===== src/design/assert_macros.svh =====
// assert_macros.svh
// Concurrent assertion macros for the heat stencil design files.
// Expects clk and rst_n in the scope of use; no other dependencies.
`ifndef ASSERT_MACROS_SVH
`define ASSERT_MACROS_SVH
`ifndef ASSERT_OFF
`define HSG_ASSERT(lbl, prop) \
    lbl: assert property (@(posedge clk) disable iff (!rst_n) prop) \
        else $error("hsg: assertion failed");
`define HSG_ASSERT_RST(lbl, prop) \
    lbl: assert property (@(posedge clk) prop) \
        else $error("hsg: reset assertion failed");
`else
`define HSG_ASSERT(lbl, prop)
`define HSG_ASSERT_RST(lbl, prop)
`endif
`endif


===== src/design/hsg_pkg.sv =====
// hsg_pkg.sv
// Types and fixed constants of the heat stencil grid step block.
// No dependencies; used by the interfaces, the sequencer and the top level.
package hsg_pkg;

    localparam int VAL_W       = 16;
    localparam int ROW_OUT_W   = 4;
    localparam int COL_OUT_W   = 5;
    localparam int CS_W        = 18;
    localparam int SUM_W       = 20;
    localparam int MAG_W       = 19;
    localparam int RECIP_SHIFT = 22;
    localparam int PROD_W      = RECIP_SHIFT + VAL_W;

    localparam logic signed [VAL_W-1:0] VAL_MIN    = 16'sh8000;
    localparam logic signed [VAL_W-1:0] VAL_MAX    = 16'sh7fff;
    localparam logic [MAG_W-1:0]        RECIP_MUL  = 19'd419431;
    localparam logic [MAG_W-1:0]        ROUND_BIAS = 19'd5;

    typedef enum logic [1:0] {
        SEQ_STREAM,
        SEQ_WAIT,
        SEQ_SWEEP
    } hsg_seq_state_t;

    typedef struct packed {
        logic valid;
        logic flush;
        logic emit;
        logic interior;
        logic sel_old;
        logic last;
    } hsg_issue_t;

endpackage


===== src/design/hsg_stream_if.sv =====
// hsg_stream_if.sv
// Valid/ready channels for old cells in and new cells out.
// Depends on hsg_pkg for field widths.
interface hsg_in_if;
    logic                              valid;
    logic                              ready;
    logic signed [hsg_pkg::VAL_W-1:0]  cell_value;
    logic                              frame_end;

    modport source (output valid, output cell_value, output frame_end, input ready);
    modport sink   (input valid, input cell_value, input frame_end, output ready);
endinterface

interface hsg_out_if;
    logic                                valid;
    logic                                ready;
    logic signed [hsg_pkg::VAL_W-1:0]    new_value;
    logic [hsg_pkg::ROW_OUT_W-1:0]       row_index;
    logic [hsg_pkg::COL_OUT_W-1:0]       col_index;
    logic                                last_cell;
    logic signed [hsg_pkg::VAL_W-1:0]    grid_max;
    logic signed [hsg_pkg::VAL_W-1:0]    grid_min;

    modport source (output valid, output new_value, output row_index, output col_index,
                    output last_cell, output grid_max, output grid_min, input ready);
    modport sink   (input valid, input new_value, input row_index, input col_index,
                    input last_cell, input grid_max, input grid_min, output ready);
endinterface


===== src/design/hsg_seq.sv =====
// hsg_seq.sv
// Raster position counters and end-of-frame sweep sequencer: issues one line
// memory read per cycle unless stalled, for a new cell or a pending old cell.
// Depends on hsg_pkg and assert_macros.svh.
`include "assert_macros.svh"

module hsg_seq #(
    parameter int ROWS = 10,
    parameter int COLS = 20
) (
    input  logic                          clk,
    input  logic                          rst_n,
    input  logic                          adv,
    input  logic                          in_valid,
    input  logic                          frame_end,
    output logic                          in_ready,
    output hsg_pkg::hsg_issue_t           issue,
    output logic [$clog2(COLS)-1:0]       rd_addr,
    output logic [$clog2(ROWS)-1:0]       out_row,
    output logic [$clog2(COLS)-1:0]       out_col
);

    localparam int RW = $clog2(ROWS);
    localparam int CW = $clog2(COLS);
    localparam int LW = $clog2(COLS + 2);

    hsg_pkg::hsg_seq_state_t state_reg, state_next;

    logic [RW-1:0] row_reg;
    logic [CW-1:0] col_reg;
    logic [RW-1:0] sw_row_reg;
    logic [CW-1:0] sw_col_reg;
    logic [LW-1:0] left_reg;
    logic          first_reg;

    logic accept;
    logic last_col;
    logic last_row;
    logic frame_done;
    logic row_ge1;
    logic row_ge2;
    logic col_ge1;
    logic col_ge2;
    logic sweep_step;

    assign accept     = (state_reg == hsg_pkg::SEQ_STREAM) && adv && in_valid;
    assign last_col   = (col_reg == CW'(COLS - 1));
    assign last_row   = (row_reg == RW'(ROWS - 1));
    assign frame_done = frame_end || (last_col && last_row);
    assign row_ge1    = (row_reg != '0);
    assign row_ge2    = (row_reg > RW'(1));
    assign col_ge1    = (col_reg != '0);
    assign col_ge2    = (col_reg > CW'(1));
    assign sweep_step = (state_reg == hsg_pkg::SEQ_SWEEP) && adv;

    always_comb
    begin
        state_next = state_reg;
        unique case (state_reg)
            hsg_pkg::SEQ_STREAM:
            begin
                if (accept && frame_done)
                begin
                    state_next = hsg_pkg::SEQ_WAIT;
                end
            end
            hsg_pkg::SEQ_WAIT:
            begin
                if (adv)
                begin
                    state_next = hsg_pkg::SEQ_SWEEP;
                end
            end
            hsg_pkg::SEQ_SWEEP:
            begin
                if (adv && (left_reg == LW'(1)))
                begin
                    state_next = hsg_pkg::SEQ_STREAM;
                end
            end
            default:
            begin
                state_next = hsg_pkg::SEQ_STREAM;
            end
        endcase
    end

    always_comb
    begin
        in_ready = 1'b0;
        issue    = '0;
        rd_addr  = col_reg;
        out_row  = row_reg;
        out_col  = col_reg;
        unique case (state_reg)
            hsg_pkg::SEQ_STREAM:
            begin
                in_ready       = adv;
                issue.valid    = accept;
                issue.emit     = row_ge2 || (row_ge1 && col_ge1);
                issue.interior = row_ge2 && col_ge2;
                out_row        = col_ge1 ? (row_reg - RW'(1)) : (row_reg - RW'(2));
                out_col        = col_ge1 ? (col_reg - CW'(1)) : CW'(COLS - 1);
            end
            hsg_pkg::SEQ_SWEEP:
            begin
                issue.valid   = adv;
                issue.flush   = 1'b1;
                issue.emit    = 1'b1;
                issue.sel_old = first_reg;
                issue.last    = (left_reg == LW'(1));
                rd_addr       = sw_col_reg;
                out_row       = sw_row_reg;
                out_col       = sw_col_reg;
            end
            hsg_pkg::SEQ_WAIT:
            begin
                issue = '0;
            end
            default:
            begin
                issue = '0;
            end
        endcase
    end

    always_ff @(posedge clk or negedge rst_n)
    begin
        if (!rst_n)
        begin
            state_reg  <= hsg_pkg::SEQ_STREAM;
            row_reg    <= '0;
            col_reg    <= '0;
            sw_row_reg <= '0;
            sw_col_reg <= '0;
            left_reg   <= '0;
            first_reg  <= 1'b0;
        end
        else
        begin
            state_reg <= state_next;
            if (accept)
            begin
                if (frame_done)
                begin
                    row_reg <= '0;
                    col_reg <= '0;
                    // start the sweep at the oldest cell still pending
                    if (row_ge1)
                    begin
                        sw_row_reg <= row_reg - RW'(1);
                        sw_col_reg <= col_reg;
                        left_reg   <= LW'(COLS + 1);
                        first_reg  <= 1'b1;
                    end
                    else
                    begin
                        sw_row_reg <= '0;
                        sw_col_reg <= '0;
                        left_reg   <= LW'(col_reg) + LW'(1);
                        first_reg  <= 1'b0;
                    end
                end
                else if (last_col)
                begin
                    col_reg <= '0;
                    row_reg <= row_reg + RW'(1);
                end
                else
                begin
                    col_reg <= col_reg + CW'(1);
                end
            end
            if (sweep_step)
            begin
                first_reg <= 1'b0;
                left_reg  <= left_reg - LW'(1);
                if (sw_col_reg == CW'(COLS - 1))
                begin
                    sw_col_reg <= '0;
                    sw_row_reg <= sw_row_reg + RW'(1);
                end
                else
                begin
                    sw_col_reg <= sw_col_reg + CW'(1);
                end
            end
        end
    end

    `HSG_ASSERT(a_no_take_off_stream, (state_reg != hsg_pkg::SEQ_STREAM) |-> !in_ready)
    `HSG_ASSERT(a_sweep_count_range, (state_reg == hsg_pkg::SEQ_SWEEP) |-> ((left_reg != '0) && (left_reg <= LW'(COLS + 1))))
    `HSG_ASSERT(a_last_ends_sweep, (issue.valid && issue.last) |=> (state_reg == hsg_pkg::SEQ_STREAM))

endmodule


===== src/design/heat_stencil_grid_step.sv =====
// heat_stencil_grid_step.sv
// One Jacobi heat-diffusion step over a streamed grid: line memory, 3x3
// window, divide-by-ten pipeline and output register. Depends on hsg_pkg,
// hsg_stream_if, hsg_seq and assert_macros.svh.
//
//   channel   role  fields                                             transfer
//   cells     sink  cell_value, frame_end                              valid & ready
//   results   src   new_value, row_index, col_index, last_cell,
//                   grid_max, grid_min                                 valid & ready
//
// One cell is taken per cycle unless stalled; a result passes stages 1 to 5
// and the output register after the cell that completes its 3x3 neighbourhood.
// A frame-ending cell holds off the input for a wait state and then for the
// sweep of pending cells, one per cycle unless stalled, as the line memory has
// one read port. A stalled result register freezes the whole pipeline.
// Reset clears control state only; the line memory holds no reset value.
`include "assert_macros.svh"

module heat_stencil_grid_step #(
    parameter int ROWS = 10,
    parameter int COLS = 20
) (
    input  logic      clk,
    input  logic      rst_n,
    hsg_in_if.sink    cells,
    hsg_out_if.source results
);

    localparam int RW    = $clog2(ROWS);
    localparam int CW    = $clog2(COLS);
    localparam int VAL_W = hsg_pkg::VAL_W;
    localparam int CS_W  = hsg_pkg::CS_W;
    localparam int SUM_W = hsg_pkg::SUM_W;
    localparam int MAG_W = hsg_pkg::MAG_W;
    localparam int PROD_W = hsg_pkg::PROD_W;

    logic                 adv;
    hsg_pkg::hsg_issue_t  issue;
    logic [CW-1:0]        rd_addr;
    logic [RW-1:0]        iss_row;
    logic [CW-1:0]        iss_col;

    // line memory: each entry holds {previous row, row before that}
    logic [2*VAL_W-1:0]   line_mem [COLS];
    logic [2*VAL_W-1:0]   rd_reg;
    logic                 wr_en;

    // stage 1
    hsg_pkg::hsg_issue_t     s1_reg;
    logic signed [VAL_W-1:0] s1_cur_reg;
    logic [CW-1:0]           s1_wcol_reg;
    logic [RW-1:0]           s1_row_reg;
    logic [CW-1:0]           s1_col_reg;
    logic signed [VAL_W-1:0] rd_newer;
    logic signed [VAL_W-1:0] rd_older;
    logic signed [CS_W-1:0]  colsum_new;

    // window
    logic signed [CS_W-1:0]  cs_last_reg;
    logic signed [CS_W-1:0]  cs_prev_reg;
    logic signed [VAL_W-1:0] mid_last_reg;

    // stage 2
    logic                    s2_v_reg;
    logic                    s2_use_reg;
    logic                    s2_last_reg;
    logic [RW-1:0]           s2_row_reg;
    logic [CW-1:0]           s2_col_reg;
    logic signed [CS_W-1:0]  s2_ca_reg;
    logic signed [CS_W-1:0]  s2_cb_reg;
    logic signed [CS_W-1:0]  s2_cc_reg;
    logic signed [VAL_W-1:0] s2_base_reg;

    // stage 3
    logic                    s3_v_reg;
    logic                    s3_use_reg;
    logic                    s3_last_reg;
    logic [RW-1:0]           s3_row_reg;
    logic [CW-1:0]           s3_col_reg;
    logic signed [VAL_W-1:0] s3_base_reg;
    logic signed [SUM_W-1:0] s3_sum_reg;
    logic signed [SUM_W-1:0] s3_abs;

    // stage 4
    logic                    s4_v_reg;
    logic                    s4_use_reg;
    logic                    s4_last_reg;
    logic [RW-1:0]           s4_row_reg;
    logic [CW-1:0]           s4_col_reg;
    logic signed [VAL_W-1:0] s4_base_reg;
    logic                    s4_neg_reg;
    logic [MAG_W-1:0]        s4_mag_reg;

    // stage 5
    logic                    s5_v_reg;
    logic                    s5_use_reg;
    logic                    s5_last_reg;
    logic [RW-1:0]           s5_row_reg;
    logic [CW-1:0]           s5_col_reg;
    logic signed [VAL_W-1:0] s5_base_reg;
    logic                    s5_neg_reg;
    logic [PROD_W-1:0]       s5_prod_reg;
    logic [VAL_W-1:0]        quot;
    logic signed [VAL_W-1:0] stencil_val;
    logic signed [VAL_W-1:0] new_val;
    logic signed [VAL_W-1:0] max_next;
    logic signed [VAL_W-1:0] min_next;

    // output
    logic                           out_valid_reg;
    logic signed [VAL_W-1:0]        out_value_reg;
    logic [hsg_pkg::ROW_OUT_W-1:0]  out_row_reg;
    logic [hsg_pkg::COL_OUT_W-1:0]  out_col_reg;
    logic                           out_last_reg;
    logic signed [VAL_W-1:0]        out_max_reg;
    logic signed [VAL_W-1:0]        out_min_reg;
    logic signed [VAL_W-1:0]        run_max_reg;
    logic signed [VAL_W-1:0]        run_min_reg;

    assign adv = !out_valid_reg || results.ready;

    hsg_seq #(
        .ROWS (ROWS),
        .COLS (COLS)
    ) u_seq (
        .clk       (clk),
        .rst_n     (rst_n),
        .adv       (adv),
        .in_valid  (cells.valid),
        .frame_end (cells.frame_end),
        .in_ready  (cells.ready),
        .issue     (issue),
        .rd_addr   (rd_addr),
        .out_row   (iss_row),
        .out_col   (iss_col)
    );

    assign rd_newer   = rd_reg[2*VAL_W-1:VAL_W];
    assign rd_older   = rd_reg[VAL_W-1:0];
    assign colsum_new = CS_W'(rd_older) + CS_W'(rd_newer) + CS_W'(s1_cur_reg);
    assign wr_en      = adv && s1_reg.valid && !s1_reg.flush;

    always_ff @(posedge clk)
    begin
        if (adv)
        begin
            rd_reg <= line_mem[rd_addr];
        end
        if (wr_en)
        begin
            line_mem[s1_wcol_reg] <= {s1_cur_reg, rd_newer};
        end
    end

    // control: valid flags and running extremes
    always_ff @(posedge clk or negedge rst_n)
    begin
        if (!rst_n)
        begin
            s1_reg        <= '0;
            s2_v_reg      <= 1'b0;
            s3_v_reg      <= 1'b0;
            s4_v_reg      <= 1'b0;
            s5_v_reg      <= 1'b0;
            out_valid_reg <= 1'b0;
            run_max_reg   <= hsg_pkg::VAL_MIN;
            run_min_reg   <= hsg_pkg::VAL_MAX;
        end
        else if (adv)
        begin
            s1_reg        <= issue;
            s2_v_reg      <= s1_reg.valid && s1_reg.emit;
            s3_v_reg      <= s2_v_reg;
            s4_v_reg      <= s3_v_reg;
            s5_v_reg      <= s4_v_reg;
            out_valid_reg <= s5_v_reg;
            if (s5_v_reg)
            begin
                run_max_reg <= s5_last_reg ? hsg_pkg::VAL_MIN : max_next;
                run_min_reg <= s5_last_reg ? hsg_pkg::VAL_MAX : min_next;
            end
        end
    end

    // shift the 3x3 window on each new cell
    always_ff @(posedge clk)
    begin
        if (wr_en)
        begin
            cs_prev_reg  <= cs_last_reg;
            cs_last_reg  <= colsum_new;
            mid_last_reg <= rd_newer;
        end
    end

    assign s3_abs      = s3_sum_reg[SUM_W-1] ? -s3_sum_reg : s3_sum_reg;
    assign quot        = s5_prod_reg[PROD_W-1 -: VAL_W];
    assign stencil_val = s5_neg_reg ? -quot : quot;
    assign new_val     = s5_use_reg ? stencil_val : s5_base_reg;
    assign max_next    = (new_val > run_max_reg) ? new_val : run_max_reg;
    assign min_next    = (new_val < run_min_reg) ? new_val : run_min_reg;

    // datapath payload
    always_ff @(posedge clk)
    begin
        if (adv)
        begin
            s1_cur_reg  <= cells.cell_value;
            s1_wcol_reg <= rd_addr;
            s1_row_reg  <= iss_row;
            s1_col_reg  <= iss_col;

            s2_use_reg  <= s1_reg.interior && !s1_reg.flush;
            s2_last_reg <= s1_reg.last;
            s2_row_reg  <= s1_row_reg;
            s2_col_reg  <= s1_col_reg;
            s2_ca_reg   <= cs_prev_reg;
            s2_cb_reg   <= cs_last_reg;
            s2_cc_reg   <= colsum_new;
            if (s1_reg.flush)
            begin
                s2_base_reg <= s1_reg.sel_old ? rd_older : rd_newer;
            end
            else
            begin
                s2_base_reg <= mid_last_reg;
            end

            s3_use_reg  <= s2_use_reg;
            s3_last_reg <= s2_last_reg;
            s3_row_reg  <= s2_row_reg;
            s3_col_reg  <= s2_col_reg;
            s3_base_reg <= s2_base_reg;
            s3_sum_reg  <= SUM_W'(s2_ca_reg) + SUM_W'(s2_cb_reg) + SUM_W'(s2_cc_reg)
                           + SUM_W'(s2_base_reg);

            s4_use_reg  <= s3_use_reg;
            s4_last_reg <= s3_last_reg;
            s4_row_reg  <= s3_row_reg;
            s4_col_reg  <= s3_col_reg;
            s4_base_reg <= s3_base_reg;
            s4_neg_reg  <= s3_sum_reg[SUM_W-1];
            s4_mag_reg  <= MAG_W'(s3_abs) + hsg_pkg::ROUND_BIAS;

            s5_use_reg  <= s4_use_reg;
            s5_last_reg <= s4_last_reg;
            s5_row_reg  <= s4_row_reg;
            s5_col_reg  <= s4_col_reg;
            s5_base_reg <= s4_base_reg;
            s5_neg_reg  <= s4_neg_reg;
            s5_prod_reg <= PROD_W'(s4_mag_reg) * PROD_W'(hsg_pkg::RECIP_MUL);

            if (s5_v_reg)
            begin
                out_value_reg <= new_val;
                out_row_reg   <= hsg_pkg::ROW_OUT_W'(s5_row_reg);
                out_col_reg   <= hsg_pkg::COL_OUT_W'(s5_col_reg);
                out_last_reg  <= s5_last_reg;
                out_max_reg   <= max_next;
                out_min_reg   <= min_next;
            end
        end
    end

    assign results.valid     = out_valid_reg;
    assign results.new_value = out_value_reg;
    assign results.row_index = out_row_reg;
    assign results.col_index = out_col_reg;
    assign results.last_cell = out_last_reg;
    assign results.grid_max  = out_max_reg;
    assign results.grid_min  = out_min_reg;

    `HSG_ASSERT(a_line_rd_wr_apart, (wr_en && issue.valid) |-> (rd_addr != s1_wcol_reg))
    `HSG_ASSERT(a_extremes_rearmed, (results.valid && results.last_cell) |-> ((run_max_reg == hsg_pkg::VAL_MIN) && (run_min_reg == hsg_pkg::VAL_MAX)))
    `HSG_ASSERT(a_final_range_order, (results.valid && results.last_cell) |-> (results.grid_max >= results.grid_min))

endmodule

===== src/flat_wrapper.sv =====
// flat-port wrapper written by rule: the top's interface ports become plain ports
module heat_stencil_grid_step_flat 
#(
    parameter int ROWS = 10,
    parameter int COLS = 20
)
  (clk, rst_n, cells_valid, cells_cell_value, cells_frame_end, cells_ready, results_valid, results_new_value, results_row_index, results_col_index, results_last_cell, results_grid_max, results_grid_min, results_ready);
  hsg_in_if cells_i ();
  hsg_out_if results_i ();
  input  logic clk;
  input  logic rst_n;
  input wire logic [$bits(cells_i.valid)-1:0] cells_valid;
  input wire logic [$bits(cells_i.cell_value)-1:0] cells_cell_value;
  input wire logic [$bits(cells_i.frame_end)-1:0] cells_frame_end;
  output wire logic [$bits(cells_i.ready)-1:0] cells_ready;
  output wire logic [$bits(results_i.valid)-1:0] results_valid;
  output wire logic [$bits(results_i.new_value)-1:0] results_new_value;
  output wire logic [$bits(results_i.row_index)-1:0] results_row_index;
  output wire logic [$bits(results_i.col_index)-1:0] results_col_index;
  output wire logic [$bits(results_i.last_cell)-1:0] results_last_cell;
  output wire logic [$bits(results_i.grid_max)-1:0] results_grid_max;
  output wire logic [$bits(results_i.grid_min)-1:0] results_grid_min;
  input wire logic [$bits(results_i.ready)-1:0] results_ready;
  assign cells_i.valid = cells_valid;
  assign cells_i.cell_value = cells_cell_value;
  assign cells_i.frame_end = cells_frame_end;
  assign cells_ready = cells_i.ready;
  assign results_valid = results_i.valid;
  assign results_new_value = results_i.new_value;
  assign results_row_index = results_i.row_index;
  assign results_col_index = results_i.col_index;
  assign results_last_cell = results_i.last_cell;
  assign results_grid_max = results_i.grid_max;
  assign results_grid_min = results_i.grid_min;
  assign results_i.ready = results_ready;
  heat_stencil_grid_step #(.ROWS(ROWS), .COLS(COLS)) u_core (.clk(clk), .rst_n(rst_n), .cells(cells_i), .results(results_i));
endmodule

===== config.mk =====
export PLATFORM = sky130hd
export DESIGN_NAME = heat_stencil_grid_step_flat
export DESIGN_NICKNAME = d
export VERILOG_FILES = /design/src/design/hsg_pkg.sv /design/src/design/hsg_stream_if.sv /design/src/design/hsg_seq.sv /design/src/design/heat_stencil_grid_step.sv /design/src/flat_wrapper.sv
export VERILOG_INCLUDE_DIRS = /design/src /design/src/design
export SDC_FILE = /design/constraint.sdc
export NUM_CORES = 2
export LEC_CHECK = 0
export ABC_AREA = 0
export ABC_CLOCK_PERIOD_IN_PS = 13350
export BUFFER_PORTS_ARGS = -buffer_cell sky130_fd_sc_hd__buf_4
export CAP_MARGIN = 15
export CORE_AREA = 2 2 292 409
export DETAILED_ROUTE_END_ITERATION = 16
export DIE_AREA = 0 0 294 411
export PLACE_DENSITY_LB_ADDON = 0.25
export SLEW_MARGIN = 20
export SYNTH_ARGS = -nofsm -noshare
export SYNTH_HDL_FRONTEND = slang
export SYNTH_SLANG_ARGS = --single-unit

===== constraint.sdc =====
create_clock -name clk -period 13.35 [get_ports clk]
set_input_delay 1.335 -clock clk [delete_from_list [all_inputs] [get_ports clk]]
set_output_delay 1.335 -clock clk [all_outputs]
set_load 0.05 [all_outputs]

==> flow_metrics.tcl <==
set metrics [dict create \
    drive_above_1_share_pct 9.348 \
    wirelength_um 121700 \
    crit_fanout 5 \
    yosysTopAreaCell "edfxtp_1" \
    path_clk_slew_ps 60 \
    arrival_ps 6830 \
    drtAntennaViolNets 0 \
    startpoint_type "flop" \
    grt_pass1_wl_um 188300 \
    worst-setup-path-type "flop to flop" \
    synth_top_area_share_pct 59.03 \
    cts.sinks 1100 \
    cts_tree "yes" \
    r2r-end "u_core.s5_prod_reg[34]$_DFFE_PN_" \
    vias 31518 \
    synth_xor_area_share_pct 1.737 \
    worst-r2r-setup-slack_ps 6960 \
    cp_common_cell "fa_1" \
    synth_area_per_cell_um2 12.95 \
    holdWs_ps 388.3 \
    path_depth 18 \
    crit_path_start "u_core.s4_mag_reg[10]$_DFFE_PN_" \
    relSlewSlack_pct 32.04 \
    worstPathCellList "ha_1 -> fa_1 -> inv_1 -> fa_1 -> inv_1 -> fa_1 -> inv_1 -> fa_1 -> fa_1 -> inv_1 -> ha_1 -> and3_1 -> a221oi_1 -> a21oi_1 -> nor3_1 -> o21bai_1 -> a21oi_1 -> xnor2_1" \
    cap_violations 0 \
    tightest_slew_ps 1019 \
    slowest_delay_ps 690 \
    grt_setup_unrepaired "no" \
    synth_edf_count 1031 \
    viasPerCell 5.505 \
    netlist_area_um2 52450 \
    period_share_pct 47.87 \
    rr_worst_depth 18 \
    drt_iter0_markers 2187 \
    layout_common_cells "edfxtp_1 (1031), nand2_1 (751), inv_1 (318), ha_1 (247), nand3_1 (187)" \
    skew_ps 56.69 \
    fin_cells 5725 \
    ys_seq_area_share_pct 62.36 \
    dpl.hpwl_um 76200 \
    clk_path_buf_depth 3 \
    ys.flop_type "edfxtp_1" \
    floorplan.die_area_um2 120800 \
    first_pass_iters 5 \
    nets 4573 \
    cts_setup_buffers 0 \
    clock.fmax_mhz 156.5 \
    worstReg2RegStart "u_core.s4_mag_reg[10]$_DFFE_PN_" \
    largest_reg_flops 640 \
    ctsResizeCount 0 \
    hold_viol_final 0 \
    ys_ff_latch 1100 \
    routabilityCongestion 0.8663 \
    finalCriticalPeriod_ps 6390 \
    setup-tns-final_ps 0 \
    synth_compound_area_share_pct 7.608 \
    die_x_um 294 \
    grt_pass1_vias 31861 \
    final_common_cell "edfxtp_1" \
    initial_utilization_pct 44.72 \
    area_growth_pct 11.73 \
    dpl.cell_count 5525 \
    antenna_found_initial 0 \
    finalSetupViolations 0 \
    critPathBufInv 4 \
    track_usage_pct 20.28 \
    synthSimpleGateAreaFrac_pct 10.97 \
    hold_class "flop to flop" \
    synth.top_cells.by_area "edfxtp_1 (59%), fa_1 (6.9%), ha_1 (5.9%)" \
    synthArstFlopShare_pct 6.273 \
    drcViolationCount 0 \
    overflow 0 \
    core_um2 117300 \
    end_kind "flop" \
    io_pins 81 \
    hold_buffers 0 \
    cts_buffers 107 \
    maxSlewViolCount 0 \
    synthAdderAreaFrac_pct 12.80 \
    grt_max_degree 160 \
    cp_top_family "adder cells" \
    htreeDepth 3 \
    slowest_stage "nor3_1" \
    synth_top_family_by_area "adder cells" \
    wl_per_cell_um 21.26 \
    yosysUniqueCellTypes 77 \
    cts_root_buffer "clkbuf_16" \
    status "complete, no violations" \
    yosys_warnings 0 \
    crit_end "u_core.s5_prod_reg[34]$_DFFE_PN_" \
    insertion_delay_ps 740 \
    worstPathRequired_ps 13790 \
    syn_inst 4051 \
    portBuffers 80 \
    synth.net_count 4500 \
    synth.area.mux_share_pct 0.7610 \
    rows 149 \
    die_y_um 411 \
    diodes 0 \
]
## cell type report
type	instances	area [µm²]
clock buffer	135	2853
clock inverter	65	763.2
fill	9944	58670
inverter	323	1230
multi-input combinational	2444	17980
sequential	1100	32710
tap	1510	1889
timing repair buffer	148	1174
## synthesized netlist by cell type, types with 9 or more instances
cell type  number
mux2i_1        23
nor2b_1        16
a211oi_1       44
a311oi_1       98
fa_1          181
nor3_1         27
xnor2_1        55
o211ai_1        9
nand2_1       751
o31ai_1        48
inv_1         320
a31oi_1        45
and2_1          9
buf_2          54
o21a_1         12
nand3_1       187
dfstp_2        16
a21oi_1        98
mux2_2         15
dfrtp_1        53
clkbuf_1      119
a22oi_1        10
buf_1          10
ha_1          247
and3_1        102
or3_1           9
edfxtp_1     1031
o21ai_0        93
a21o_1         27
o22a_1         13
a32o_1         15
xor2_1         49
nor2_1        130
nor4_1          9
nand4_1        17
nand2b_1       12
## worst min-delay path by stage
stage,start,end,slack [ps],cells after the start
after floorplan,u_core.s5_col_reg[0]$_DFFE_PN_,u_core.results.col_index[0]$_DFFE_PP_,400,0
after global placement,u_core.cs_prev_reg[15]$_DFFE_PP_,u_core.s2_ca_reg[15]$_DFFE_PN_,400,0
after detailed placement,u_core.s5_col_reg[2]$_DFFE_PN_,u_core.results.col_index[2]$_DFFE_PP_,400,0
after CTS,u_core.s4_base_reg[1]$_DFFE_PN_,u_core.s5_base_reg[1]$_DFFE_PN_,380,0
after global routing,u_core.cs_prev_reg[9]$_DFFE_PP_,u_core.s2_ca_reg[9]$_DFFE_PN_,390,0
final,u_core.cs_prev_reg[9]$_DFFE_PP_,u_core.s2_ca_reg[9]$_DFFE_PN_,390,0
## stage by stage
stage | util, % | setup slack (ps) | area, µm²
after global routing | 49.97 | 6622 | 58600
after floorplan | - | 1942 | 52450
after global placement | 46.88 | 6969 | 54970
final | 49.97 | 6960 | 58600
after CTS | 49.96 | 6924 | 58590
after detailed placement | 46.88 | 6935 | 54970
## routing by layer
| metal | share of wire (%) | up-vias | track usage, % | wire [µm] |
|---|---|---|---|---|
| met2 | 53 | 792 | 37.08 | 64840 |
| met5 | 0 | - | 0 | 0 |
| met4 | 2.7 | 0 | 6.474 | 3276 |
| met1 | 39 | 15809 | 24.85 | 48060 |
| li1 | - | 14738 | - | - |
| met3 | 4.6 | 179 | 2.414 | 5561 |
## logic make-up after synthesis
family | Yosys count
simple gates | 1304
flops | 1100
compound gates | 570
buf+inv | 507
fa+ha+maj | 428
xor+xnor | 104
mux | 38
Power is not shown: default switching activity piles up to over one toggle a cycle in this logic, so the estimate is an artifact.
